--- config.mk ---
export PLATFORM = sky130hd
export DESIGN_NAME = vcr_clamp
export DESIGN_NICKNAME = d
export VERILOG_FILES = /design/src/hdl/vcr_pkg.sv /design/src/hdl/vcr_clamp.sv
export SDC_FILE = /design/constraint.sdc
export NUM_CORES = 1
export LEC_CHECK = 0
export BUFFER_PORTS_ARGS = -buffer_cell sky130_fd_sc_hd__buf_2
export CAP_MARGIN = 20
export CORE_UTILIZATION = 25
export DETAILED_ROUTE_END_ITERATION = 8
export SLEW_MARGIN = 40
export SYNTH_ARGS = -nofsm -noshare
export SYNTH_HDL_FRONTEND = slang
export SYNTH_SLANG_ARGS = --single-unit
--- constraint.sdc ---
create_clock -name vclk -period 3.8
set_input_delay 0 -clock vclk [all_inputs]
set_output_delay 0 -clock vclk [all_outputs]
set_load 0.02 [all_outputs]
--- src/hdl/vcr_pkg.sv ---
// ----------------------------------------------------------------------------
// vcr_pkg
// Shared types, constants and the divider step for the visible chunk range
// block.
// ----------------------------------------------------------------------------
package vcr_pkg;

  // Field widths fixed by the item format.
  localparam int COORD_W   = 16;
  localparam int VIEW_W    = 12;
  localparam int GRID_W    = 16;
  localparam int CFG_W     = 8;
  localparam int CHUNK_W   = 2 * CFG_W;
  localparam int APB_DW    = 32;
  localparam int APB_AW    = 4;

  // The 8.8 parallax product is taken down by this many fraction bits.
  localparam int PARALLAX_FRAC = 8;
  localparam int PROD_W        = 2 * COORD_W + 1;

  // Pixel edges stay within 25 bits signed; magnitudes fit in 24 bits.
  localparam int EDGE_W    = 25;
  localparam int MAG_W     = EDGE_W - 1;
  localparam int CALC_W    = EDGE_W + 1;

  // Divider organisation: a few quotient bits per register stage.
  localparam int BITS_PER_STAGE = 4;
  localparam int DIV_STAGES     = MAG_W / BITS_PER_STAGE;

  // Stage A, stage B, divider stages, output register.
  localparam int PIPE_DEPTH = DIV_STAGES + 3;

  typedef enum logic [1:0] {
    REG_TILE_PIXEL_WIDTH  = 2'd0,
    REG_TILE_PIXEL_HEIGHT = 2'd1,
    REG_CHUNK_TILES_WIDE  = 2'd2,
    REG_CHUNK_TILES_HIGH  = 2'd3
  } reg_idx_t;

  typedef struct packed {
    logic signed [COORD_W-1:0] camera_x;
    logic signed [COORD_W-1:0] camera_y;
    logic [VIEW_W-1:0]         view_width;
    logic [VIEW_W-1:0]         view_height;
    logic [COORD_W-1:0]        parallax_x;
    logic [COORD_W-1:0]        parallax_y;
    logic signed [COORD_W-1:0] layer_offset_x;
    logic signed [COORD_W-1:0] layer_offset_y;
    logic [GRID_W-1:0]         grid_columns;
    logic [GRID_W-1:0]         grid_rows;
  } req_t;

  typedef struct packed {
    logic              visible;
    logic [GRID_W-1:0] first_column;
    logic [GRID_W-1:0] first_row;
    logic [GRID_W-1:0] last_column;
    logic [GRID_W-1:0] last_row;
  } rsp_t;

  // A pixel edge split into sign and the magnitude that is divided.
  typedef struct packed {
    logic             neg;
    logic [MAG_W-1:0] mag;
  } edge_t;

  // Per-item data that rides alongside the dividers.
  typedef struct packed {
    logic              bad;
    logic [GRID_W-1:0] cols;
    logic [GRID_W-1:0] rows;
  } side_t;

  typedef struct packed {
    logic [CHUNK_W-1:0] rem;
    logic [MAG_W-1:0]   dq;
  } div_state_t;

  // A handful of restoring division steps; quotient bits shift into dq.
  function automatic div_state_t div_chunk(div_state_t s, logic [CHUNK_W-1:0] d);
    div_state_t     r;
    logic [CHUNK_W:0] t;
    logic           ge;
    r = s;
    for (int i = 0; i < BITS_PER_STAGE; i++) begin
      t  = {r.rem, r.dq[MAG_W-1]};
      ge = (t >= {1'b0, d});
      r.rem = ge ? CHUNK_W'(t - {1'b0, d}) : t[CHUNK_W-1:0];
      r.dq  = {r.dq[MAG_W-2:0], ge};
    end
    return r;
  endfunction

endpackage

--- src/hdl/vcr_clamp.sv ---
// ----------------------------------------------------------------------------
// vcr_clamp
// Restores floor quotients, rejects views outside the grid and clamps the
// chunk rectangle to it.
// ----------------------------------------------------------------------------
module vcr_clamp (
  input  vcr_pkg::edge_t q_min_x,
  input  vcr_pkg::edge_t q_max_x,
  input  vcr_pkg::edge_t q_min_y,
  input  vcr_pkg::edge_t q_max_y,
  input  vcr_pkg::side_t side,
  output vcr_pkg::rsp_t  rsp
);

  logic signed [vcr_pkg::EDGE_W-1:0] c0x, c1x, c0y, c1y;
  logic signed [vcr_pkg::EDGE_W-1:0] cols_s, rows_s;
  logic                              outside;

  // A negative quotient was formed from the complemented edge.
  always_comb begin
    c0x = q_min_x.neg ? $signed(~{1'b0, q_min_x.mag}) : $signed({1'b0, q_min_x.mag});
    c1x = q_max_x.neg ? $signed(~{1'b0, q_max_x.mag}) : $signed({1'b0, q_max_x.mag});
    c0y = q_min_y.neg ? $signed(~{1'b0, q_min_y.mag}) : $signed({1'b0, q_min_y.mag});
    c1y = q_max_y.neg ? $signed(~{1'b0, q_max_y.mag}) : $signed({1'b0, q_max_y.mag});
    cols_s = $signed({9'd0, side.cols});
    rows_s = $signed({9'd0, side.rows});
    outside = c1x[vcr_pkg::EDGE_W-1] || c1y[vcr_pkg::EDGE_W-1] ||
              (c0x >= cols_s) || (c0y >= rows_s);

    // Nothing visible gives an all-zero rectangle.
    rsp = '0;
    if (!side.bad && !outside) begin
      rsp.visible      = 1'b1;
      rsp.first_column = c0x[vcr_pkg::EDGE_W-1] ? '0 : c0x[vcr_pkg::GRID_W-1:0];
      rsp.first_row    = c0y[vcr_pkg::EDGE_W-1] ? '0 : c0y[vcr_pkg::GRID_W-1:0];
      rsp.last_column  = (c1x >= cols_s) ? side.cols - 16'd1 : c1x[vcr_pkg::GRID_W-1:0];
      rsp.last_row     = (c1y >= rows_s) ? side.rows - 16'd1 : c1y[vcr_pkg::GRID_W-1:0];
    end
  end

endmodule

==> impl_results.md <==
* Status: complete, no violations
* Seq_cells at 0
* Num ports at 198
* Max_slew headroom at around 48%
* Vias in the first global route at 4898
* Iteration count of the initial detailed-routing pass at 5
* Top cell family by delay on the critical path: compound AO/OA/AOI/OAI gates
* Cell Rows at 48
* Post-DRT Antenna Nets at 0
* Pwr Total at about 0.53 mW
* Remaining DRCs at 0
* Critical Path End: rsp[53]
* Crit path from: q_min_y[24]
* Post-DP HPWL at approximately 13000 um
* Sequential share of the synthesized area at 0%
* Net count, final at 1073
* Post-CTS Hold Fix Bufs at 0
* Initial antenna violation count at 1
* Tot GR Track Use at 15.2%
* Share of layout cells above drive strength 1 at 26.1%
* Port Buffers at 198
* Static Leak at 3.18 nW
* Slew Viols, Final at 0
* Max cap viols at 0
* Area of the mapped netlist at 4550 um^2
* Die X at ~140 um
* # clk buffers at 0
* Die height at ~140 um
* Crit path max fanout at 33
* Final setup fails at 0
* Register Area at 0 um^2
* GPL Wtd Cong at 0.870
* Ant diodes at 0
* Synthesized area per cell at a little under 7 um^2
* Largest net degree at the start of global routing at 42
* Post-Synthesis Cells at roughly 660
* Warnings from Yosys at 0
* Drt total wl at 15000 um
* Fmax at 0.289 GHz
* Crit path kind: in2out
* Endpoint class of the critical path: primary output
* Final worst-path cycle share at 91.2%
* Setup tns final at 0 ps
* Startpoint types: primary input
* Netlist cell types at 54
* Final min period at 3470 ps
* Worst-path cell with the longest stage delay: o21ai_4
* Worst Path Buf+Inv at 5
* Iter 0 DRT Violations at 176
* Dpl ws at 178 ps
* Initial Util at 25.9%
* # fillers at between 1500 and 2000
* CP arrival at approximately 3500 ps
* Area delta synth->final at 27.0%
* Via count at 5251
* First-pass GRT wire length at 23000 um
* Post-cts resize count at 0
* Min-Delay Path Class: in2out
* Core area at 17500 um^2
* Pwr dens at between 90 and 100 nW/um^2
* Synthesized Nets at 893
* RSZ-0062 raised after global routing: no
* Crit path depth at 14
* Final WS setup at 334 ps
* Post-CTS setup buffers at 0
* Worst slew pin tran at roughly 770 ps
* GRT overflow at 0
* WL/cell at 14.2 um
* Slowest stage delay, CP at roughly 450 ps
* Vias per inst at 4.95
* CP required at 3800 ps
* DIE AREA at 18700 um^2
* Fin. Hold Viols at 0
* Cell Chain, Critical Path: buf_2 > inv_1 > ha_1 > inv_1 > ha_1 > and3_1 > o311a_1 > a211oi_1 > nor2_1 > o21a_1 > o21ai_4 > clkinv_2 > and2_1 > buf_2
* Max VDD drop at about 0.055 mV
==> per-stage QoR <==
stage	util, %	instances	instance area, um^2	hold slack (ps)
global placement	32.9	1061	5760	431
finish	32.9	1061	5770	435
global route	32.9	1061	5770	466
floorplan	-	658	4550	221
CTS	32.9	1061	5760	437
detailed placement	32.9	1061	5760	435
==> area by class of cell <==
class | count | area, um^2 | share of cell area (%)
inverter | 74 | 279 | 4.83
timing repair buffer | 212 | 1100 | 19.0
multi-input combinational | 550 | 4120 | 71.3
tap | 225 | 282 | 4.88
==> how the worst min path moves through the flow <==
stage           startpoint      end  slack, ps  cells past startpoint
3_3_place_gp    q_max_y[2]   rsp[2]        430                      4
5_1_grt         q_max_y[2]   rsp[2]        470                      4
4_1_cts         q_max_y[2]   rsp[2]        440                      4
6_report        q_max_y[2]   rsp[2]        430                      4
3_5_place_dp    q_max_y[2]   rsp[2]        440                      4
2_1_floorplan  q_max_y[10]  rsp[10]        220                      2
==> cells by family (layout without fill, tap and decap cells) <==
kind of cell / count (synthesis) / after routing / share of synthesized area [%]
AOI/OAI and AO/OA: 125 / 125 / 17.7
xor gates and xnor gates: 59 / 59 / 11.4
adders and majority gates: 102 / 102 / 28.1
buffers and inverters: 108 / 286 / 9.66
muxes: 19 / 19 / 4.18
and+or+nand+nor: 245 / 245 / 29.1
==> layout by cell type (no fill, tap or decap), types with 20 or more instances in the layout <==
cell type	n
and2_1	35
xnor2_1	27
nand2_1	62
a21oi_1	37
nor3_1	25
o21ai_0	23
nor4_1	25
nand3_1	20
xor2_1	32
inv_1	72
and3_1	21
ha_1	102
buf_2	197
==> worst min-delay path, cell delays in order <==
cell and delay [ps]:
buf_2 100, and3_1 140, nor4_1 40, buf_2 150
==> synthesized netlist by cell type, drive strengths merged, types with 10 or more instances <==
| cell | instances | area share [%] |
|---|---|---|
| nor2 | 10 | 0.83 |
| mux2i | 19 | 4.2 |
| xnor2 | 27 | 5.2 |
| buf | 14 | 1.9 |
| and3 | 21 | 2.9 |
| nor4 | 25 | 3.4 |
| and2 | 38 | 5.2 |
| o22ai | 14 | 1.9 |
| nor3 | 25 | 2.8 |
| inv | 73 | 6.0 |
| xor2 | 32 | 6.2 |
| ha | 102 | 28 |
| clkbuf | 20 | 1.7 |
| o21ai | 24 | 2.7 |
| nand2 | 62 | 5.1 |
| a21oi | 37 | 4.1 |
| nand3 | 20 | 2.2 |
| o211ai | 18 | 3.0 |
| nand4 | 19 | 2.6 |
==> metal layers <==
metal	vias to the layer above	part of all wire [%]	track usage [%]
met5	-	0	0
li1	2732	-	-
met1	2333	44	19.3
met4	0	1.8	2.81
met2	172	48	27.8
met3	14	6.1	1.26
==> power breakdown <==
| part | leakage [nW] | switching (mW) | internal (mW) |
|---|---|---|---|
| logic | 3.18 | 0.299 | 0.231 |
| registers | 0 | 0 | 0 |
| clock network | 0 | 0 | 0 |
No activity file was read; power rests on OpenSTA's default activity.
