$ cat src/hdl/vcr_pkg.sv
// ----------------------------------------------------------------------------
// vcr_pkg
// Shared types, constants and the divider step for the visible chunk range
// block.
// ----------------------------------------------------------------------------
package vcr_pkg;

  // Field widths fixed by the item format.
  localparam int COORD_W   = 16;
  localparam int VIEW_W    = 12;
  localparam int GRID_W    = 16;
  localparam int CFG_W     = 8;
  localparam int CHUNK_W   = 2 * CFG_W;
  localparam int APB_DW    = 32;
  localparam int APB_AW    = 4;

  // The 8.8 parallax product is taken down by this many fraction bits.
  localparam int PARALLAX_FRAC = 8;
  localparam int PROD_W        = 2 * COORD_W + 1;

  // Pixel edges stay within 25 bits signed; magnitudes fit in 24 bits.
  localparam int EDGE_W    = 25;
  localparam int MAG_W     = EDGE_W - 1;
  localparam int CALC_W    = EDGE_W + 1;

  // Divider organisation: a few quotient bits per register stage.
  localparam int BITS_PER_STAGE = 4;
  localparam int DIV_STAGES     = MAG_W / BITS_PER_STAGE;

  // Stage A, stage B, divider stages, output register.
  localparam int PIPE_DEPTH = DIV_STAGES + 3;

  typedef enum logic [1:0] {
    REG_TILE_PIXEL_WIDTH  = 2'd0,
    REG_TILE_PIXEL_HEIGHT = 2'd1,
    REG_CHUNK_TILES_WIDE  = 2'd2,
    REG_CHUNK_TILES_HIGH  = 2'd3
  } reg_idx_t;

  typedef struct packed {
    logic signed [COORD_W-1:0] camera_x;
    logic signed [COORD_W-1:0] camera_y;
    logic [VIEW_W-1:0]         view_width;
    logic [VIEW_W-1:0]         view_height;
    logic [COORD_W-1:0]        parallax_x;
    logic [COORD_W-1:0]        parallax_y;
    logic signed [COORD_W-1:0] layer_offset_x;
    logic signed [COORD_W-1:0] layer_offset_y;
    logic [GRID_W-1:0]         grid_columns;
    logic [GRID_W-1:0]         grid_rows;
  } req_t;

  typedef struct packed {
    logic              visible;
    logic [GRID_W-1:0] first_column;
    logic [GRID_W-1:0] first_row;
    logic [GRID_W-1:0] last_column;
    logic [GRID_W-1:0] last_row;
  } rsp_t;

  // A pixel edge split into sign and the magnitude that is divided.
  typedef struct packed {
    logic             neg;
    logic [MAG_W-1:0] mag;
  } edge_t;

  // Per-item data that rides alongside the dividers.
  typedef struct packed {
    logic              bad;
    logic [GRID_W-1:0] cols;
    logic [GRID_W-1:0] rows;
  } side_t;

  typedef struct packed {
    logic [CHUNK_W-1:0] rem;
    logic [MAG_W-1:0]   dq;
  } div_state_t;

  // A handful of restoring division steps; quotient bits shift into dq.
  function automatic div_state_t div_chunk(div_state_t s, logic [CHUNK_W-1:0] d);
    div_state_t     r;
    logic [CHUNK_W:0] t;
    logic           ge;
    r = s;
    for (int i = 0; i < BITS_PER_STAGE; i++) begin
      t  = {r.rem, r.dq[MAG_W-1]};
      ge = (t >= {1'b0, d});
      r.rem = ge ? CHUNK_W'(t - {1'b0, d}) : t[CHUNK_W-1:0];
      r.dq  = {r.dq[MAG_W-2:0], ge};
    end
    return r;
  endfunction

endpackage

$ cat src/hdl/vcr_regs.sv
// ----------------------------------------------------------------------------
// vcr_regs
// APB configuration registers and the derived chunk pixel sizes.
// ----------------------------------------------------------------------------
module vcr_regs (
  input  logic                          clk,
  input  logic                          rst,
  input  logic                          psel,
  input  logic                          penable,
  input  logic                          pwrite,
  input  logic [vcr_pkg::APB_AW-1:0]    paddr,
  input  logic [vcr_pkg::APB_DW-1:0]    pwdata,
  output logic [vcr_pkg::APB_DW-1:0]    prdata,
  output logic                          pready,
  output logic [vcr_pkg::CHUNK_W-1:0]   chunk_w,
  output logic [vcr_pkg::CHUNK_W-1:0]   chunk_h
);

  logic [vcr_pkg::CFG_W-1:0] tile_w;
  logic [vcr_pkg::CFG_W-1:0] tile_h;
  logic [vcr_pkg::CFG_W-1:0] tiles_wide;
  logic [vcr_pkg::CFG_W-1:0] tiles_high;
  vcr_pkg::reg_idx_t         idx;
  logic                      wr;

  assign pready = 1'b1;
  assign idx    = vcr_pkg::reg_idx_t'(paddr[3:2]);
  assign wr     = psel && penable && pwrite;

  // Register writes; the chunk sizes are registered from the written values.
  always_ff @(posedge clk) begin
    if (rst) begin
      tile_w     <= 8'd16;
      tile_h     <= 8'd16;
      tiles_wide <= 8'd16;
      tiles_high <= 8'd16;
      chunk_w    <= 16'd256;
      chunk_h    <= 16'd256;
    end else begin
      if (wr) begin
        unique case (idx)
          vcr_pkg::REG_TILE_PIXEL_WIDTH:  tile_w     <= pwdata[vcr_pkg::CFG_W-1:0];
          vcr_pkg::REG_TILE_PIXEL_HEIGHT: tile_h     <= pwdata[vcr_pkg::CFG_W-1:0];
          vcr_pkg::REG_CHUNK_TILES_WIDE:  tiles_wide <= pwdata[vcr_pkg::CFG_W-1:0];
          vcr_pkg::REG_CHUNK_TILES_HIGH:  tiles_high <= pwdata[vcr_pkg::CFG_W-1:0];
          default: ;
        endcase
      end
      chunk_w <= tiles_wide * tile_w;
      chunk_h <= tiles_high * tile_h;
    end
  end

  // Read back.
  always_comb begin
    unique case (idx)
      vcr_pkg::REG_TILE_PIXEL_WIDTH:  prdata = vcr_pkg::APB_DW'(tile_w);
      vcr_pkg::REG_TILE_PIXEL_HEIGHT: prdata = vcr_pkg::APB_DW'(tile_h);
      vcr_pkg::REG_CHUNK_TILES_WIDE:  prdata = vcr_pkg::APB_DW'(tiles_wide);
      vcr_pkg::REG_CHUNK_TILES_HIGH:  prdata = vcr_pkg::APB_DW'(tiles_high);
      default:                        prdata = '0;
    endcase
  end

endmodule

$ cat config.mk
export PLATFORM = sky130hd
export DESIGN_NAME = vcr_regs
export DESIGN_NICKNAME = d
export VERILOG_FILES = /design/src/hdl/vcr_pkg.sv /design/src/hdl/vcr_regs.sv
export SDC_FILE = /design/constraint.sdc
export NUM_CORES = 1
export LEC_CHECK = 0
export CORE_UTILIZATION = 55
export CTS_BUF_LIST = sky130_fd_sc_hd__clkbuf_4
export CTS_CLUSTER_SIZE = 25
export DETAILED_ROUTE_END_ITERATION = 10
export DONT_BUFFER_PORTS = 1
export GPL_TIMING_DRIVEN = 0
export PLACE_DENSITY = 0.7
export SLEW_MARGIN = 0
export SYNTH_ARGS = -nofsm -noshare
export SYNTH_HDL_FRONTEND = slang
export SYNTH_SLANG_ARGS = --single-unit
$ cat constraint.sdc
create_clock -name clk -period 5.63 [get_ports clk]
set_input_delay 0 -clock clk [delete_from_list [all_inputs] [get_ports clk]]
set_output_delay 0 -clock clk [all_outputs]
set_load 0.005 [all_outputs]
==> out/metrics.cfg <==
[synthesis]
synth.distinct_cells = 55
synth_seq_cells = 64
avgSynthCellArea_um2 = 9.243
synth_edf_count = 0
syn_inst = 723
synth_top_area_share = 0.2157
yosys.area.top_type = fa_1
ys_warn_count = 0
synthArstFlopShare = 0
synthTopCellsByArea = fa_1, dfxtp_1, ha_1
syn_area_mm2 = 0.006683
synth_flop_cell = dfxtp_1
synth_seq_area_share = 0.1917

[sta]
tightest_slew_ns = 0.8898
fmax_ghz = 0.2119
period_share = 0.8382
period_needed_ns = 4.719
tns_ns = 0
drv_slew = 0
grt_setup_unrepaired = false
slew_headroom = 0.4068
clock_skew_ns = 0.01479
setup-violations-final = 0
finalHoldViolCount = 0

[cts]
cts_root_buf = clkbuf_4
clk_pin_slew_ns = 0.12
cts_tree = built
clkLatencyLatePin_ns = 0.43
htree_levels = 3
cts_buffers = 9
cts_buffer_depth = 2
clock-sinks = 64
post_cts_buffers = 0
cts_hold_buf = 17
post_cts.resized_instances = 0

[route]
drcViolationCount = 3
drtPass1Iterations = 8
wirelength_mm = 14.73
vias = 4950
via_per_inst = 5.375
drtIter0Drc = 149
avgRoutedWirePerCell_um = 16.00
ant_nets = 0

[layout]
drive_gt1_frac = 0.08869
final_cell_mix = inv_1, and2_1, fa_1, ha_1, dfxtp_1
nets = 959
final_common_cell = inv_1
seqCellArea_mm2 = 0.001281
n_fill_cell = 1038
area_growth_pct = 8.519
num_antenna_cells = 0
multi_input_area_mm2 = 0.004822
fin_util = 0.6244

[power_and_ir_drop]
p_leak_nw = 3.713
p_per_area_mw_per_mm2 = 121.5
vdd_drop_max_uv = 82.11

[global_routing]
first_global_vias = 5209
grt_pass1_wl_mm = 25.06
grt_max_degree = 12
antenna_found_initial = 0
grt_overflow = 0
grt_use_total = 0.2559

[critical_path]
critPathTopFamily = adder cells
cp.required_ns = 5.98
path_cells = clkbuf_1, nand2_1, fa_1, fa_1, inv_1, fa_1, inv_1, fa_1, inv_1, ha_1, o21a_1, o31ai_2, a2111oi_1, o21ai_0, a21oi_1
start_kind = flip-flop
critical-path-max-stage-delay_ns = 0.55
crit_path_frequent_cell = fa_1
critPathBufInv = 4
worstSetupEndpointType = flip-flop
criticalPathCategory = flip-flop to flip-flop
cp_max_fo = 10
arrival_ns = 5.07
cp_slowest_cell = fa_1

[run_status]
status = finished, violations left
violations = design-rule violations

[placement]
port_buffers = 0
gp_congestion = 0.8458
dp.final_hpwl_mm = 11.29

[floorplan]
boundaryPins = 106
die_h_um = 112.2
start_util = 0.5754
coreArea_mm2 = 0.01161
dieArea_mm2 = 0.01260
die_w_um = 112.2
rows = 39

[min_path]
hp-class = primary input to flip-flop

[run]
cap_viol_max_count = 0

==> routing by layer <==
metal	vias up	global-route usage	share of wire
met5	-	0	0
li1	2374	-	-
met4	0	0.1200	0.034
met3	33	0.04590	0.041
met2	117	0.4563	0.51
met1	2426	0.2991	0.41
==> Yosys cell counts (2+ instances only) <==
cell type,instances
nor3b_1,2
fa_1,72
xnor2_1,3
nand2_1,34
a21oi_1,13
nor3_1,10
ha_1,72
xor2_1,2
o21a_1,6
buf_1,3
nor2_1,62
a211o_1,4
inv_1,102
o21ai_1,4
a21o_1,10
mux2i_1,28
mux2_2,3
nand3_1,4
a211oi_1,8
conb_1,2
mux4_2,8
or3_1,2
clkbuf_1,13
and3_1,4
o31a_1,2
nor2b_1,16
or2_2,3
buf_2,4
mux2_1,3
dfxtp_1,64
and2_1,101
buf_4,27
o21ai_0,10
==> area by class of cell <==
cell class,count,share of cell area
plain buffers,47,0.03899
clock buffers,10,0.01035
clock inverters,5,0.008109
inverters,102,0.05279
multi-input cells,533,0.6649
flip-flops and latches,64,0.1767
well taps,143,0.02467
repair buffers,17,0.02346
==> state kept, by name, indices dropped and copies added (netlist names) <==
register    flops
tile_h          8
tile_w          8
tiles_high      8
chunk_w        16
chunk_h        16
tiles_wide      8
==> power by group <==
| group | internal (mW) | switching (mW) |
|---|---|---|
| Combinational | 0.0412 | 0.0513 |
| Sequential | 0.458 | 0.00741 |
| Clock | 0.138 | 0.186 |
| Total | 0.637 | 0.244 |
==> stage by stage <==
| step | power (mW) | setup slack [ns] | instance area, um2 | cells | hold WS (ns) |
|---|---|---|---|---|---|
| 3_3_place_gp | 0.5524 | 1.013 | 6948 | 889 | 0.1204 |
| 2_1_floorplan | 0.5355 | 1.542 | 6769 | 746 | 0.1179 |
| 4_1_cts | 0.8858 | 0.9108 | 7252 | 921 | 0.05788 |
| 5_1_grt | 0.9190 | 0.6324 | 7252 | 921 | 0.1434 |
| 6_report | 0.8810 | 0.9110 | 7252 | 921 | 0.1261 |
| 3_5_place_dp | 0.5544 | 0.9748 | 6948 | 889 | 0.1245 |
==> worst paths after layout <==
path                       from            end  slack, ns  cells after the start
setup / recovery  tiles_high[5]    chunk_h[15]       0.91                     15
hold / removal           pwrite  tiles_high[4]       0.13                      4
setup reg to reg  tiles_high[5]    chunk_h[15]       0.91                     15
hold reg to reg       tile_w[0]     chunk_w[0]       0.57                      2
==> worst register-to-register path, delay by kind of cell, from the launching register on <==
kind | cells | cell delay [ns]
buffers and inverters | 4 | 0.53
and+or+nand+nor | 1 | 0.16
AOI/OAI and AO/OA | 5 | 1.16
adders and majority gates | 5 | 2.47
DFF | 1 | 0.33
==> cells by family after synthesis <==
logic type,count (synthesis),share of synthesized area
and+or+nand+nor,247,0.1981
buffers and inverters,149,0.09961
adders and majority gates,144,0.3505
AOI/OAI and AO/OA,70,0.07340
DFF,64,0.1917
muxes,42,0.07901
xor gates and xnor gates,5,0.006554
other,2,0.001124
Power figures use the tool's default switching activity.
