[src/hdl/vcr_pkg.sv]
// ----------------------------------------------------------------------------
// vcr_pkg
// Shared types, constants and the divider step for the visible chunk range
// block.
// ----------------------------------------------------------------------------
package vcr_pkg;

  // Field widths fixed by the item format.
  localparam int COORD_W   = 16;
  localparam int VIEW_W    = 12;
  localparam int GRID_W    = 16;
  localparam int CFG_W     = 8;
  localparam int CHUNK_W   = 2 * CFG_W;
  localparam int APB_DW    = 32;
  localparam int APB_AW    = 4;

  // The 8.8 parallax product is taken down by this many fraction bits.
  localparam int PARALLAX_FRAC = 8;
  localparam int PROD_W        = 2 * COORD_W + 1;

  // Pixel edges stay within 25 bits signed; magnitudes fit in 24 bits.
  localparam int EDGE_W    = 25;
  localparam int MAG_W     = EDGE_W - 1;
  localparam int CALC_W    = EDGE_W + 1;

  // Divider organisation: a few quotient bits per register stage.
  localparam int BITS_PER_STAGE = 4;
  localparam int DIV_STAGES     = MAG_W / BITS_PER_STAGE;

  // Stage A, stage B, divider stages, output register.
  localparam int PIPE_DEPTH = DIV_STAGES + 3;

  typedef enum logic [1:0] {
    REG_TILE_PIXEL_WIDTH  = 2'd0,
    REG_TILE_PIXEL_HEIGHT = 2'd1,
    REG_CHUNK_TILES_WIDE  = 2'd2,
    REG_CHUNK_TILES_HIGH  = 2'd3
  } reg_idx_t;

  typedef struct packed {
    logic signed [COORD_W-1:0] camera_x;
    logic signed [COORD_W-1:0] camera_y;
    logic [VIEW_W-1:0]         view_width;
    logic [VIEW_W-1:0]         view_height;
    logic [COORD_W-1:0]        parallax_x;
    logic [COORD_W-1:0]        parallax_y;
    logic signed [COORD_W-1:0] layer_offset_x;
    logic signed [COORD_W-1:0] layer_offset_y;
    logic [GRID_W-1:0]         grid_columns;
    logic [GRID_W-1:0]         grid_rows;
  } req_t;

  typedef struct packed {
    logic              visible;
    logic [GRID_W-1:0] first_column;
    logic [GRID_W-1:0] first_row;
    logic [GRID_W-1:0] last_column;
    logic [GRID_W-1:0] last_row;
  } rsp_t;

  // A pixel edge split into sign and the magnitude that is divided.
  typedef struct packed {
    logic             neg;
    logic [MAG_W-1:0] mag;
  } edge_t;

  // Per-item data that rides alongside the dividers.
  typedef struct packed {
    logic              bad;
    logic [GRID_W-1:0] cols;
    logic [GRID_W-1:0] rows;
  } side_t;

  typedef struct packed {
    logic [CHUNK_W-1:0] rem;
    logic [MAG_W-1:0]   dq;
  } div_state_t;

  // A handful of restoring division steps; quotient bits shift into dq.
  function automatic div_state_t div_chunk(div_state_t s, logic [CHUNK_W-1:0] d);
    div_state_t     r;
    logic [CHUNK_W:0] t;
    logic           ge;
    r = s;
    for (int i = 0; i < BITS_PER_STAGE; i++) begin
      t  = {r.rem, r.dq[MAG_W-1]};
      ge = (t >= {1'b0, d});
      r.rem = ge ? CHUNK_W'(t - {1'b0, d}) : t[CHUNK_W-1:0];
      r.dq  = {r.dq[MAG_W-2:0], ge};
    end
    return r;
  endfunction

endpackage

[src/hdl/vcr_front.sv]
// ----------------------------------------------------------------------------
// vcr_front
// Parallax multiply, then view edges in layer pixels split into sign and
// magnitude for the floor dividers.
// ----------------------------------------------------------------------------
module vcr_front (
  input  logic                        clk,
  input  logic                        en,
  input  vcr_pkg::req_t               req,
  input  logic [vcr_pkg::CHUNK_W-1:0] chunk_w,
  input  logic [vcr_pkg::CHUNK_W-1:0] chunk_h,
  output vcr_pkg::edge_t              min_x,
  output vcr_pkg::edge_t              max_x,
  output vcr_pkg::edge_t              min_y,
  output vcr_pkg::edge_t              max_y,
  output vcr_pkg::side_t              side
);

  logic signed [vcr_pkg::PROD_W-1:0]  prod_x;
  logic signed [vcr_pkg::PROD_W-1:0]  prod_y;
  vcr_pkg::req_t                      req_a;
  logic signed [vcr_pkg::CALC_W-1:0]  lo_x;
  logic signed [vcr_pkg::CALC_W-1:0]  lo_y;
  logic signed [vcr_pkg::CALC_W-1:0]  hi_x;
  logic signed [vcr_pkg::CALC_W-1:0]  hi_y;

  // Stage A: camera times parallax.
  always_ff @(posedge clk) begin
    if (en) begin
      prod_x <= vcr_pkg::PROD_W'(req.camera_x) *
                $signed({1'b0, req.parallax_x});
      prod_y <= vcr_pkg::PROD_W'(req.camera_y) *
                $signed({1'b0, req.parallax_y});
      req_a  <= req;
    end
  end

  // Floor by 256 is an arithmetic shift; then offset and view size.
  always_comb begin
    lo_x = vcr_pkg::CALC_W'(prod_x >>> vcr_pkg::PARALLAX_FRAC) -
           vcr_pkg::CALC_W'(req_a.layer_offset_x);
    lo_y = vcr_pkg::CALC_W'(prod_y >>> vcr_pkg::PARALLAX_FRAC) -
           vcr_pkg::CALC_W'(req_a.layer_offset_y);
    hi_x = lo_x + $signed({14'd0, req_a.view_width}) - 26'sd1;
    hi_y = lo_y + $signed({14'd0, req_a.view_height}) - 26'sd1;
  end

  // Stage B: a negative edge is divided as its one's complement.
  always_ff @(posedge clk) begin
    if (en) begin
      min_x.neg <= lo_x[vcr_pkg::CALC_W-1];
      min_x.mag <= lo_x[vcr_pkg::CALC_W-1] ? ~lo_x[vcr_pkg::MAG_W-1:0]
                                             : lo_x[vcr_pkg::MAG_W-1:0];
      min_y.neg <= lo_y[vcr_pkg::CALC_W-1];
      min_y.mag <= lo_y[vcr_pkg::CALC_W-1] ? ~lo_y[vcr_pkg::MAG_W-1:0]
                                             : lo_y[vcr_pkg::MAG_W-1:0];
      max_x.neg <= hi_x[vcr_pkg::CALC_W-1];
      max_x.mag <= hi_x[vcr_pkg::CALC_W-1] ? ~hi_x[vcr_pkg::MAG_W-1:0]
                                             : hi_x[vcr_pkg::MAG_W-1:0];
      max_y.neg <= hi_y[vcr_pkg::CALC_W-1];
      max_y.mag <= hi_y[vcr_pkg::CALC_W-1] ? ~hi_y[vcr_pkg::MAG_W-1:0]
                                             : hi_y[vcr_pkg::MAG_W-1:0];
      side.bad  <= (req_a.view_width == '0) || (req_a.view_height == '0) ||
                   (req_a.grid_columns == '0) || (req_a.grid_rows == '0) ||
                   (chunk_w == '0) || (chunk_h == '0);
      side.cols <= req_a.grid_columns;
      side.rows <= req_a.grid_rows;
    end
  end

endmodule

[config.mk]
export PLATFORM = sky130hd
export DESIGN_NAME = vcr_front
export DESIGN_NICKNAME = d
export VERILOG_FILES = /design/src/hdl/vcr_pkg.sv /design/src/hdl/vcr_front.sv
export SDC_FILE = /design/constraint.sdc
export NUM_CORES = 2
export LEC_CHECK = 0
export ABC_CLOCK_PERIOD_IN_PS = 9800
export BUFFER_PORTS_ARGS = -buffer_cell sky130_fd_sc_hd__buf_4
export CAP_MARGIN = 10
export CORE_MARGIN = 1.5
export CORE_UTILIZATION = 25
export DETAILED_ROUTE_END_ITERATION = 16
export GPL_TIMING_DRIVEN = 0
export SYNTH_ARGS = -nofsm -noshare
export SYNTH_HDL_FRONTEND = slang
export SYNTH_SLANG_ARGS = --single-unit
[constraint.sdc]
create_clock -name clk -period 9.8 [get_ports clk]
set_input_delay 1.96 -clock clk [delete_from_list [all_inputs] [get_ports clk]]
set_output_delay 1.96 -clock clk [all_outputs]
set_load 0.01 [all_outputs]
==> impl_summary.md <==
Status
The flow ran to the end, and the final reports show no timing, DRC or antenna violations.

Floorplan
319 I/O pins were placed. Measured along the y axis, the die boundary spans 360.0 um. The starting density of the core is 25.28%.

The die is 360.0 um wide. The area enclosed by the die boundary is 0.1296 mm2. The number of rows in the core area is 130. The core region is 0.1261 mm2.

Logic synthesis
The number of library cell types mapped by synthesis is 77. The average instance in the mapped netlist occupies 10.20 um2. The share of synthesized registers carrying an async set or reset is 0%. Counting every instance in the synthesized netlist gives 3,125. Synthesis produced a netlist with a net count of 4,061. The sequential share of the synthesized area is 25.54%. The Yosys step of the flow raised 0 warnings. The most frequently used flop master after synthesis is sky130_fd_sc_hd__edfxtp_1.

The area of the mapped netlist is 0.03187 mm2. In this run, synthesis produced a sequential element count of 271. The number of enable flip-flop cells after synthesis is 271.

Place
The wire-length estimate of the detail-placed layout is 69,850 um. The placed instances occupy a cell area of 0.03640 mm2. Including well taps, the total number of placed cells is 5,096.

During placement, the flow inserted port buffers numbering 318. The congestion estimate from routability-driven global placement came to 0.8916.

Drt
The number of nets with antenna violations after detailed routing is 0. The number of DRC markers after the initial detailed-route iteration is 1,244. The first-pass detailed-route iteration total is 6. The total wirelength of the detailed-routed design is 84,490 um.

The detailed-route DRC error count is 0. The average routed wire per standard cell is 16.39 um. The vias after detailed routing is 22,400. The vias per cell is 4.346.

Global routing
The first global-routing pass estimated 130,800 um of wire. The sum of overflow across all layers after global routing is 0. The via count of the first global-routing pass is 23,200. Entering global routing, the biggest net connects 110 pins. The overall global routing resource usage is 12.85%. The initial antenna violation count is 3.

Finish
The fraction of final layout cells sized beyond drive strength 1 is 11.36%. The area occupied by registers is 0.008138 mm2. The finished cells cover 0.03737 mm2.

The most frequent standard cell in the layout excluding fill and tap cells is sky130_fd_sc_hd__inv_1. The count of placed standard cells in the final layout, fillers left out is 5,155. In the layout the commonest cells are 640 x sky130_fd_sc_hd__inv_1, 390 x sky130_fd_sc_hd__fa_1, 360 x sky130_fd_sc_hd__ha_1. The area used by multi-input combinational logic is 0.02098 mm2. The fill cell instance count of the final layout is 13,060. The net count reported at finish is 4,415. The area growth from synthesis to layout is 17.26%.

Setup path
The number of cells on the critical path is 23. For this design, the slowest cell found on the critical path is sky130_fd_sc_hd__clkbuf_1. The worst endpoint data arrival time is 8.56 ns. In this run the worst setup path begins at req[71].

The highest fanout seen on the critical path is 10. Counting stages on the worst path, the most repeated cell is sky130_fd_sc_hd__fa_1. The worst register-to-register path has a setup slack of 3.78 ns.

The worst path buffer plus inverter count is 7. The kind of start point of the critical path is an input pin. The source of the worst register-to-register timing path is req_a[54].

The cell family with the largest share of critical-path delay is adder cells. The critical path goes through buf_4, clkbuf_1, nand2_1, fa_1, inv_1, fa_1, inv_1, fa_1, inv_1, fa_1, fa_1, inv_1, fa_1, inv_1, ha_1, nand3_1, nor2_1, a221oi_1, a21oi_1, o21ai_0, a21boi_0, or2_2, o311ai_0. For the worst flop-to-flop path, the logic depth is 21.

For the worst setup path, the data required time is 10.14 ns. The type of the worst setup path is input pin to flip-flop. STA classifies the critical path endpoint as a flip-flop. The largest single stage delay on the critical path is 0.59 ns.

Min path
The instance count along the most critical hold path is 0. In this run the most critical hold path is launched from req_a[3]. The worst hold path class is flip-flop to flip-flop.

STA
At the pin with the least slew margin, the transition time is 0.7833 ns. Setup violations remaining at the end of the flow were counted as 0. The number of max-slew violations in the final report came to 0. Setup repair after global routing left no endpoint under its margin. The relative slew slack is 47.33%. The post-route clock period utilization is 83.79%.

For this run, the top clock speed supported by timing is 121.8 MHz. For the final database, setup skew stands at 0.01340 ns. The number of hold violations in the final report is 0.

Adding up every negative setup slack in the final design gives 0 ns. The time the final worst path needs with I/O delays and setup is 8.211 ns.

CTS
The clock edge transition at the registers on the reported setup and hold paths is 0.06 ns. The TritonCTS buffer count is 31. In this run the post-CTS setup repair buffer count came out at 0. The maximum clock path buffer count is 3.

CTS placed an instance of sky130_fd_sc_hd__clkbuf_16 at the clock tree root. The number of hold buffers added after CTS was 0. The post-cts gate resize count is 0. TritonCTS built the clock tree. The number of clock sinks is 271.

CTS built an H-tree with a depth of 1. The insertion delay of the later-clocked pin in the worst-skew pair is 0.58 ns.

Run
Across the run, the number of max-cap violations was 0.
[worst reg2reg max path: stages, from the launching register on]
cell                        delay, ns
sky130_fd_sc_hd__edfxtp_1        0.39
sky130_fd_sc_hd__inv_1           0.06
sky130_fd_sc_hd__ha_1            0.23
sky130_fd_sc_hd__or4_4           0.57
sky130_fd_sc_hd__o211ai_1        0.35
sky130_fd_sc_hd__nand3b_1        0.12
sky130_fd_sc_hd__a21o_1          0.23
sky130_fd_sc_hd__xnor2_1         0.34
sky130_fd_sc_hd__ha_1            0.22
sky130_fd_sc_hd__inv_1           0.04
sky130_fd_sc_hd__ha_1            0.36
sky130_fd_sc_hd__nand2_1         0.07
sky130_fd_sc_hd__o21ai_1         0.28
sky130_fd_sc_hd__a41oi_1         0.12
sky130_fd_sc_hd__a2111oi_0       0.64
sky130_fd_sc_hd__o21ai_1         0.23
sky130_fd_sc_hd__o21ai_1         0.24
sky130_fd_sc_hd__o31a_1          0.23
sky130_fd_sc_hd__a221o_1         0.22
sky130_fd_sc_hd__buf_4           0.19
sky130_fd_sc_hd__buf_4           0.22
sky130_fd_sc_hd__xnor3_1         0.42
[kinds of logic (layout without fill, tap and decap cells)]
group | count (synthesis) | count (layout) | synth area share (%)
other cells | 0 | 2 | 0
fa+ha+maj | 750 | 750 | 38.64
mux | 3 | 3 | 0.09424
xor+xnor | 218 | 218 | 7.170
simple gates | 793 | 793 | 12.45
buf+inv | 729 | 1107 | 8.677
compound gates | 361 | 361 | 7.436
flops | 271 | 271 | 25.54
[sequential cells by signal, indices dropped and copies added, names as in the netlist]
register / flops
req_a: 88
side: 33
max_x: 25
max_y: 25
min_x: 25
min_y: 25
prod_x: 25
prod_y: 25
[Yosys cell counts, drive strengths merged (4+ instances only)]
cell	instances	area share [%]
clkbuf	77	0.91
nand2	294	3.5
a21o	60	1.4
nand4	15	0.29
o21ai	71	1.1
a31oi	10	0.24
nor2	99	1.2
xor2	69	2.0
nand3	25	0.39
nor2b	16	0.31
fa	390	25
edfxtp	271	26
nor4	23	0.47
xnor2	125	3.5
a221oi	5	0.16
o31ai	6	0.14
o211ai	12	0.28
and3	7	0.14
a21oi	101	1.6
a211oi	15	0.37
o21a	25	0.59
o21bai	12	0.29
or2	8	0.16
nand2b	30	0.59
nor3	22	0.36
a2111oi	4	0.11
a211o	5	0.14
buf	11	0.22
xnor3	24	1.7
and4	6	0.16
inv	641	7.6
o31a	4	0.11
and2	234	4.6
ha	360	14
or3	4	0.079
[routing by layer]
metal	global-route usage, %	wire [um]	up-vias
met2	21.72	39710	588
met5	0	8	-
met1	17.03	38040	10920
li1	-	-	10750
met3	1.410	3781	149
met4	4.320	2939	2
[layout make-up]
type / instances / share of cell area [%]
Timing Repair Buffer: 321 / 6.576
Tap cell: 1650 / 5.525
Antenna cell: 2 / 0.01339
Multi-Input combinational cell: 2125 / 56.14
Inverter: 641 / 6.439
Buffer: 88 / 0.9610
Sequential cell: 271 / 21.78
Clock buffer: 35 / 2.116
Clock inverter: 22 / 0.4520
[metrics by stage]
step	hold slack, ns	setup slack, ns	utilization, %
after floorplan	0.4268	2.275	-
after global placement	0.4312	0.9692	28.81
after detailed placement	0.4371	0.9835	28.88
after CTS	0.4560	1.601	29.64
after global routing	0.4609	1.327	29.64
final	0.4567	1.589	29.64
[worst paths after layout]
| path | endpoint |
|---|---|
| max | prod_y[28] |
| min | side[3] |
| max reg2reg | max_x[18] |
| min reg2reg | side[3] |
Power is not shown: default switching activity piles up to over one toggle a cycle in this logic, so the estimate is an artifact.
