File: src/hdl/vcr_pkg.sv
// ----------------------------------------------------------------------------
// vcr_pkg
// Shared types, constants and the divider step for the visible chunk range
// block.
// ----------------------------------------------------------------------------
package vcr_pkg;

  // Field widths fixed by the item format.
  localparam int COORD_W   = 16;
  localparam int VIEW_W    = 12;
  localparam int GRID_W    = 16;
  localparam int CFG_W     = 8;
  localparam int CHUNK_W   = 2 * CFG_W;
  localparam int APB_DW    = 32;
  localparam int APB_AW    = 4;

  // The 8.8 parallax product is taken down by this many fraction bits.
  localparam int PARALLAX_FRAC = 8;
  localparam int PROD_W        = 2 * COORD_W + 1;

  // Pixel edges stay within 25 bits signed; magnitudes fit in 24 bits.
  localparam int EDGE_W    = 25;
  localparam int MAG_W     = EDGE_W - 1;
  localparam int CALC_W    = EDGE_W + 1;

  // Divider organisation: a few quotient bits per register stage.
  localparam int BITS_PER_STAGE = 4;
  localparam int DIV_STAGES     = MAG_W / BITS_PER_STAGE;

  // Stage A, stage B, divider stages, output register.
  localparam int PIPE_DEPTH = DIV_STAGES + 3;

  typedef enum logic [1:0] {
    REG_TILE_PIXEL_WIDTH  = 2'd0,
    REG_TILE_PIXEL_HEIGHT = 2'd1,
    REG_CHUNK_TILES_WIDE  = 2'd2,
    REG_CHUNK_TILES_HIGH  = 2'd3
  } reg_idx_t;

  typedef struct packed {
    logic signed [COORD_W-1:0] camera_x;
    logic signed [COORD_W-1:0] camera_y;
    logic [VIEW_W-1:0]         view_width;
    logic [VIEW_W-1:0]         view_height;
    logic [COORD_W-1:0]        parallax_x;
    logic [COORD_W-1:0]        parallax_y;
    logic signed [COORD_W-1:0] layer_offset_x;
    logic signed [COORD_W-1:0] layer_offset_y;
    logic [GRID_W-1:0]         grid_columns;
    logic [GRID_W-1:0]         grid_rows;
  } req_t;

  typedef struct packed {
    logic              visible;
    logic [GRID_W-1:0] first_column;
    logic [GRID_W-1:0] first_row;
    logic [GRID_W-1:0] last_column;
    logic [GRID_W-1:0] last_row;
  } rsp_t;

  // A pixel edge split into sign and the magnitude that is divided.
  typedef struct packed {
    logic             neg;
    logic [MAG_W-1:0] mag;
  } edge_t;

  // Per-item data that rides alongside the dividers.
  typedef struct packed {
    logic              bad;
    logic [GRID_W-1:0] cols;
    logic [GRID_W-1:0] rows;
  } side_t;

  typedef struct packed {
    logic [CHUNK_W-1:0] rem;
    logic [MAG_W-1:0]   dq;
  } div_state_t;

  // A handful of restoring division steps; quotient bits shift into dq.
  function automatic div_state_t div_chunk(div_state_t s, logic [CHUNK_W-1:0] d);
    div_state_t     r;
    logic [CHUNK_W:0] t;
    logic           ge;
    r = s;
    for (int i = 0; i < BITS_PER_STAGE; i++) begin
      t  = {r.rem, r.dq[MAG_W-1]};
      ge = (t >= {1'b0, d});
      r.rem = ge ? CHUNK_W'(t - {1'b0, d}) : t[CHUNK_W-1:0];
      r.dq  = {r.dq[MAG_W-2:0], ge};
    end
    return r;
  endfunction

endpackage

File: src/hdl/vcr_div.sv
// ----------------------------------------------------------------------------
// vcr_div
// Pipelined floor divider: restoring division of the edge magnitude, a few
// quotient bits per stage, with the sign carried alongside.
// ----------------------------------------------------------------------------
module vcr_div (
  input  logic                        clk,
  input  logic                        en,
  input  vcr_pkg::edge_t              edge_in,
  input  logic [vcr_pkg::CHUNK_W-1:0] divisor,
  output vcr_pkg::edge_t              quot
);

  vcr_pkg::div_state_t st  [vcr_pkg::DIV_STAGES];
  logic                neg [vcr_pkg::DIV_STAGES];
  vcr_pkg::div_state_t first;

  assign first.rem = '0;
  assign first.dq  = edge_in.mag;

  // Stage zero takes the fresh edge; later stages continue the previous one.
  always_ff @(posedge clk) begin
    if (en) begin
      st[0]  <= vcr_pkg::div_chunk(first, divisor);
      neg[0] <= edge_in.neg;
      for (int s = 1; s < vcr_pkg::DIV_STAGES; s++) begin
        st[s]  <= vcr_pkg::div_chunk(st[s-1], divisor);
        neg[s] <= neg[s-1];
      end
    end
  end

  assign quot.neg = neg[vcr_pkg::DIV_STAGES-1];
  assign quot.mag = st[vcr_pkg::DIV_STAGES-1].dq;

endmodule

File: config.mk
export PLATFORM = sky130hd
export DESIGN_NAME = vcr_div
export DESIGN_NICKNAME = d
export VERILOG_FILES = /design/src/hdl/vcr_pkg.sv /design/src/hdl/vcr_div.sv
export SDC_FILE = /design/constraint.sdc
export NUM_CORES = 1
export LEC_CHECK = 0
export CORE_UTILIZATION = 60
export DETAILED_ROUTE_END_ITERATION = 12
export DONT_BUFFER_PORTS = 1
export GPL_ROUTABILITY_DRIVEN = 0
export PLACE_DENSITY = 0.76
export SETUP_SLACK_MARGIN = 0.3
export SLEW_MARGIN = 20
export SYNTH_ARGS = -nofsm -noshare
export SYNTH_HDL_FRONTEND = slang
export SYNTH_SLANG_ARGS = --single-unit
File: constraint.sdc
create_clock -name clk -period 20.1 [get_ports clk]
set_input_delay 0 -clock clk [delete_from_list [all_inputs] [get_ports clk]]
set_output_delay 0 -clock clk [all_outputs]
set_load 0.01 [all_outputs]
==> results of run 1 <==
cells in the mapped netlist, types with 10 or more instances:
| cell type | instances |
|---|---|
| a211o_1 | 10 |
| a211oi_1 | 35 |
| a21boi_0 | 12 |
| a21o_1 | 84 |
| a21oi_1 | 227 |
| a31oi_1 | 28 |
| and2_1 | 16 |
| and3_1 | 25 |
| and4_1 | 10 |
| clkbuf_1 | 17 |
| edfxtp_1 | 230 |
| fa_1 | 22 |
| ha_1 | 370 |
| inv_1 | 156 |
| mux2_2 | 206 |
| mux2_4 | 14 |
| mux2i_1 | 43 |
| nand2_1 | 160 |
| nand2b_1 | 38 |
| nand3_1 | 70 |
| nand4_1 | 52 |
| nor2_1 | 239 |
| nor2b_1 | 58 |
| nor3_1 | 85 |
| nor4_1 | 27 |
| o211ai_1 | 29 |
| o21a_1 | 56 |
| o21ai_0 | 160 |
| o21bai_1 | 30 |
| o311ai_0 | 11 |
| o31a_1 | 14 |
| o31ai_1 | 24 |
| or2_2 | 15 |
| or3_1 | 30 |
| xnor2_1 | 161 |
| xor2_1 | 74 |
per-layer routing:
layer  GRT usage  vias to the layer above
met4       0.194                        0
met5           0                        -
li1            -                    11500
met1       0.386                    11400
met3      0.0444                      296
met2       0.537                      967
registers in the layout (all words and copies together) (netlist names):
name,flops
neg,6
st,224
final cells by class:
type	instances	area share
timing repair buffer	60	0.0189
multi-input combinational	2575	0.671
tap	600	0.0253
sequential	230	0.232
clock inverter	20	0.00792
clock buffer	30	0.0238
antenna	1	0.0000842
inverter	162	0.0211
cell families after synthesis:
kind of cell,after synthesis
AOI/OAI and AO/OA,825
xor gates and xnor gates,235
adders and majority gates,392
buffers and inverters,201
DFF,230
muxes,269
and+or+nand+nor,854
worst max-delay path, delay by kind of cell (launching register included):
kind	cells	cell delay, ns
AOI/OAI and AO/OA	23	7.09
adders and majority gates	4	1.23
buffers and inverters	4	1.14
DFF	1	0.39
muxes	4	1.65
and+or+nand+nor	6	1.42
stage by stage:
stage	cells	setup slack (ns)	instance area, sq um	hold slack, ns
6_report	3678	6.93	29700	0.0318
5_1_grt	3677	6.14	29700	0.0227
4_1_cts	3675	7.25	29700	0.0119
3_5_place_dp	3597	7.29	28400	0.0989
3_3_place_gp	3597	7.97	28400	0.0989
2_1_floorplan	3006	9.18	27700	0.0989
timing repair:
item                      CTS  global route
hold buffers               28             1
setup buffers               0             0
hold endpoints to repair  258            93
worst max-delay path by stage:
stage | cells past startpoint | end | startpoint
after floorplan | 47 | st[4][34]$_DFFE_PP_ | divisor[1]
after CTS | 41 | st[4][34]$_DFFE_PP_ | st[3][31]$_DFFE_PP_
after global routing | 41 | st[4][34]$_DFFE_PP_ | st[3][31]$_DFFE_PP_
after detailed placement | 41 | st[4][34]$_DFFE_PP_ | st[3][31]$_DFFE_PP_
after global placement | 41 | st[4][34]$_DFFE_PP_ | st[3][31]$_DFFE_PP_
final | 41 | st[4][34]$_DFFE_PP_ | st[3][31]$_DFFE_PP_
==> reports/results.tsv, run 1 <==
metric	value	unit
synth_top_family_by_area	compound AO/OA/AOI/OAI gates	
vias	24200	
holdPathEnd	st[0][12]$_DFFE_PP_	
syn_avg_cell_area	9.21	sq um
postRouteWirelength	76.4	mm
regArea	6910	sq um
skew	0.0212	ns
slew_viol_final	0	
drt-met1-wl	30.9	mm
grt_overflow	0	
hold_path_depth	1	
synth_fa_ha_area_frac	0.183	
critical_path_required	20.45	ns
die_area	47000	sq um
port_buffers	0	
first_global_vias	23800	
drc_errors	0	
fill_cells	3690	
cts.clk_slew.worst_paths	0.07	ns
synth_xor_area_frac	0.0744	
critPathKind	reg -> reg	
row_count	78	
grt_pass1_wl	121	mm
firstDrtPassIters	6	
wl_per_cell	20.8	um
cts_tree	built	
yosys_register_bits	230	
die_h	217	um
max-slew-margin-rel	0.251	
core-area	45500	sq um
multi_input_area	19900	sq um
fin_util	0.653	
synthArstFlopShare	0	
end_kind	register	
critPathMaxFanout	18	
wl_met2	35.6	mm
layout_commonest_cell	ha_1	
r2r_end	st[4][34]$_DFFE_PP_	
r2r_start	st[3][31]$_DFFE_PP_	
synthTopCellsByArea	edfxtp_1, ha_1, mux2_2	
cp.arrival	13.53	ns
cap_violations	0	
final_cell_mix	ha_1, nor2_1, edfxtp_1	
final_antenna_net_count	0	
cts_max_level	1	
antenna_found_initial	0	
critical-path-max-stage-delay	0.73	ns
synth_compound_area_frac	0.199	
worst_pin_slew	1.12	ns
fmax	75.9	MHz
synth_cell_types	103	
ys.flop_type	edfxtp_1	
cts_made_buffers	28	
top_layer	met4	
post_cts_resized	0	
drive_gt1_frac	0.115	
cts_sinks	230	
start_util	0.609	
synth_edf_count	230	
cts.path.max_buffers	3	
dieWidth	217	um
root_buffer	clkbuf_16	
grt_util_all_layers	0.318	
cpMostUsedCell	o21ai_0	
synth-simple-area-share	0.153	
post-route-period-util	0.655	
yosysSeqAreaShare	0.250	
slowest_stage	clkinv_1	
rsz0062_at_grt	false	
synth_nets	3441	
ys.warnings.count	0	
synth_top_cell_by_area	edfxtp_1	
worst_skew_pair.late_latency	0.60	ns
met3RoutedLength	5.17	mm
netlist_area	27700	sq um
yosysTopAreaCellShare	0.250	
min_path_type	in -> reg	
synth_cells	3006	
layout.nets	3492	
hpwl	55.9	mm
r2r_cells	41	
grt_max_degree	231	
finalSetupViolCount	0	
period_minus_slack	13.17	ns
synth_mux_area_frac	0.110	
min-delay-start	edge_in[8]	
status	complete, no violations	
ioPinCount	68	
reg2reg_slack	6.93	ns
syn_to_final_growth	7.36	%
via_per_inst	6.59	
finalSetupTns	0	ns
hold_violations	0	
drt_iter0_drc	1777	
crit_path_start_kind	register	
Power of run 1 is left out: the tool's default activity adds up to more than one toggle a clock period on the data nets, which glitch-free logic cannot reach.
==> run 2, diff against run 1 <==
- PLACE_DENSITY: 0.76 -> 0.79
- clock period: 20.1 -> 10.7 ns (I/O delays scaled with it)
==> run 2 against run 1 <==
Sequential share of layout area is 0.60 points lower. Critical path type unchanged. Clock-buffer cell count grew 2. Largest cell class unchanged. Register-to-register slack lost 6.4 ns. Final area is 2.7% higher. Sequential cell count stayed put. Via count up 2.7%. Worst setup slack worse by 6.4 ns.
==> reports/results.tsv, run 2 (synthesized netlist as in run 1, its figures left out) <==
metric	value	unit
end_kind	register	
status	complete, no violations	
cts_sinks	230	
multi_input_area	20200	sq um
row_count	78	
final_cell_mix	ha_1, nor2_1, edfxtp_1	
ioPinCount	68	
postRouteWirelength	78.4	mm
slowest_stage	o31a_4	
die_area	47000	sq um
fmax	98.7	MHz
fill_cells	3541	
dieWidth	217	um
fin_util	0.671	
grt_overflow	0	
critPathMaxFanout	18	
worst_pin_slew	0.739	ns
grt_util_all_layers	0.325	
cts.path.max_buffers	3	
drt_iter0_drc	2430	
die_h	217	um
slew_viol_final	0	
crit_path_start_kind	register	
worst_skew_pair.late_latency	0.60	ns
min_path_type	in -> reg	
hold_violations	0	
cts_made_buffers	28	
diodes	0	
syn_to_final_growth	10.2	%
grt_pass1_wl	123	mm
rsz0062_at_grt	false	
regArea	6910	sq um
final_antenna_net_count	0	
layout_commonest_cell	ha_1	
start_util	0.609	
firstDrtPassIters	6	
core-area	45500	sq um
layout.nets	3541	
cts_tree	built	
vias	24900	
post-route-period-util	0.947	
wl_per_cell	21.0	um
cap_violations	0	
max-slew-margin-rel	0.494	
path_buf_inv	2	
period_minus_slack	10.13	ns
grt_max_degree	231	
top_register	st	
critical-path-max-stage-delay	0.47	ns
hpwl	57.8	mm
port_buffers	0	
drc_errors	0	
first_global_vias	24000	
finalSetupViolCount	0	
critical_path_required	11.02	ns
holdWs	0.0315	ns
root_buffer	clkbuf_16	
reg_top3	st: 224 flops, neg: 6 flops	
cts_max_level	1	
critPathKind	reg -> reg	
skew	0.0286	ns
path_delay_family	compound AO/OA/AOI/OAI gates	
largest_reg_flops	224	
drive_gt1_frac	0.141	
cts.clk_slew.worst_paths	0.07	ns
antenna_found_initial	0	
via_per_inst	6.67	
cp.arrival	10.46	ns
-- run 2: final timing paths --
path,end,start,depth (start not counted),slack [ns]
hold reg to reg,st[4][9]$_DFFE_PP_,st[3][5]$_DFFE_PP_,0,0.41
setup reg to reg,st[3][38]$_DFFE_PP_,st[2][34]$_DFFE_PP_,38,0.57
setup / recovery,st[3][38]$_DFFE_PP_,st[2][34]$_DFFE_PP_,38,0.57
hold / removal,st[0][17]$_DFFE_PP_,edge_in[13],1,0.03
-- run 2: routing by layer --
layer | vias to the layer above | global-route usage | wire, um | share of wire
li1 | 11700 | - | - | -
met5 | - | 0 | 0 | 0
met4 | 0 | 0.191 | 5090 | 0.065
met1 | 11800 | 0.399 | 31100 | 0.40
met2 | 1091 | 0.542 | 36200 | 0.46
met3 | 327 | 0.0479 | 5950 | 0.076
-- run 2: stage by stage --
step | setup TNS [ns] | cell area, sq um | instances | setup slack [ns]
5_1_grt | 0 | 30500 | 3728 | 0.235
3_5_place_dp | -1.37 | 28700 | 3623 | -0.125
6_report | 0 | 30500 | 3728 | 0.568
3_3_place_gp | 0 | 28700 | 3623 | 0.147
4_1_cts | 0 | 30100 | 3707 | 0.296
2_1_floorplan | 0 | 27700 | 3006 | 0.316
-- run 2: cell type report --
class	instances	area share
well taps	600	0.0246
repair inverters	1	0.000164
repair buffers	108	0.0332
clock inverters	20	0.00788
multi-input cells	2575	0.663
flip-flops and latches	230	0.226
clock buffers	32	0.0242
inverters	162	0.0207
-- run 2: what timing repair did --
action / 4_1_cts / 5_1_grt
cloned: 0 / 1
buffers inserted: 2 / 18
pin swaps: 0 / 7
hold buffers: 30 / 1
resized for setup: 7 / 57
endpoints found under the hold margin: 258 / 79
setup endpoints to repair: 48 / 86
Power of run 2 is left out for the same reason.
==> run 3, diff against run 2 <==
- CORE_MARGIN: not set -> 8
- PLACE_DENSITY: 0.79 -> 0.82
==> run 3 against run 2 <==
Via count grew 0.55%. Register-to-register slack is essentially flat. Clock-buffer cell count shrank 2. Cell count shrank 0.13%. Critical path depth grew 2. Non-clock buffer count shrank 5. First-iteration DRC count shrank 1.3%. Clock skew shrank 0.0023 ns. Final area is essentially flat. Sequential cell count is the same. Critical path type unchanged. Die area grew 13%.
==> reports/results.tsv, run 3 (synthesized netlist as in run 1, its figures left out) <==
metric	value	unit
status	complete, no violations	
finalSetupViolCount	0	
layout_commonest_cell	ha_1	
cts.path.max_buffers	3	
first_global_vias	24800	
rsz0062_at_grt	true	
port_buffers	0	
worst_skew_pair.late_latency	0.59	ns
largest_reg_flops	224	
vias	25000	
cts_max_level	1	
cap_violations	0	
path_delay_family	compound AO/OA/AOI/OAI gates	
antenna_found_initial	1	
dieWidth	231	um
gr-max-usage-layer	met2	
post-route-period-util	0.946	
finalSetupTns	0	ns
row_count	78	
cp.arrival	10.45	ns
drc_errors	0	
firstDrtPassIters	8	
die_area	53300	sq um
holdWs	0.0369	ns
postLayoutSetupSlackWorst	0.582	ns
final_cell_mix	ha_1, nor2_1, edfxtp_1	
place_ws	-0.0697	ns
max-slew-margin-rel	0.513	
grt_util_all_layers	0.286	
critical-path-max-stage-delay	0.47	ns
hpwl	58.7	mm
wl_per_cell	21.5	um
global_route.usage.met1	0.339	
path_buf_inv	5	
drive_gt1_frac	0.146	
critPathMaxFanout	17	
layout.nets	3536	
grt_max_degree	231	
cts_tree	built	
end_kind	register	
syn_to_final_growth	10.2	%
slowest_stage	edfxtp_1	
worst_pin_slew	0.720	ns
crit_path_start_kind	register	
min_path_type	in -> reg	
skew	0.0263	ns
root_buffer	clkbuf_16	
ioPinCount	68	
die_h	231	um
grt_use_met2	0.476	
core-area	45500	sq um
grt_pass1_wl	126	mm
final_antenna_net_count	0	
cts_made_buffers	28	
hold_violations	0	
cts.clk_slew.worst_paths	0.06	ns
slew_viol_final	0	
grt_util_met3	0.0472	
cts_sinks	230	
fmax	98.8	MHz
reg_top3	st: 224 flops, neg: 6 flops	
via_per_inst	6.72	
grt_overflow	0	
drt_iter0_drc	2399	
critPathKind	reg -> reg	
critical_path_required	11.04	ns
period_minus_slack	10.12	ns
start_util	0.609	
top_register	st	
postRouteWirelength	79.9	mm
[run 3: cell count changes in the layout (fill, tap and decap cells not counted), moves of 3 or more]
cell,delta
a31oi_1,-3
buf_12,-3
buf_6,-3
clkinv_1,-4
ha_1,-3
ha_2,+3
mux2i_2,+5
mux2i_4,-3
o31ai_1,-3
o31ai_2,+3
[run 3: through the flow]
| stage | util | area [sq um] | std cells |
|---|---|---|---|
| 3_5_place_dp | 0.632 | 28700 | 3628 |
| 4_1_cts | 0.662 | 30100 | 3709 |
| 2_1_floorplan | - | 27700 | 3006 |
| 3_3_place_gp | 0.632 | 28700 | 3628 |
| 6_report | 0.670 | 30500 | 3723 |
| 5_1_grt | 0.670 | 30500 | 3722 |
[run 3: worst paths after layout]
kind,from,to,slack [ns],depth (start not counted)
worst max-delay path,st[3][24]$_DFFE_PP_,st[4][37]$_DFFE_PP_,0.58,40
worst min-delay path,edge_in[9],st[0][13]$_DFFE_PP_,0.04,1
worst max register to register,st[3][24]$_DFFE_PP_,st[4][37]$_DFFE_PP_,0.58,40
worst min register to register,st[2][7]$_DFFE_PP_,st[3][11]$_DFFE_PP_,0.42,0
[run 3: area by class of cell]
class	count	area, sq um
Inverter	162	632
Tap cell	600	751
Clock buffer	30	708
Clock inverter	21	294
Sequential cell	230	6910
Timing Repair inverter	1	5.00
Multi-Input combinational cell	2575	20300
Timing Repair Buffer	103	928
Fill cell	3423	15000
Antenna cell	1	2.50
[run 3: what timing repair did]
item                                   in CTS  in global routing
pin swaps                                   0                  8
gates cloned                                0                  1
hold buffers                               28                  1
setup buffers                               2                 10
gates resized for setup                    11                 64
setup endpoints to repair                  48                 70
endpoints found under the hold margin     258                 60
[run 3: metal layers]
layer  routed length, um  share of wire
met5                   0              0
met4                6110          0.076
met3                6610          0.083
met2               36500           0.46
met1               30700           0.38
[run 3: worst register-to-register path: cells and delay by family, from the launching register on]
family | cells | cell delay (ns)
muxes | 4 | 1.04
and+or+nand+nor | 4 | 1.23
DFF | 1 | 0.47
adders and majority gates | 4 | 1.23
buffers and inverters | 5 | 0.89
AOI/OAI and AO/OA | 23 | 5.01
Power of run 3 is left out for the same reason.
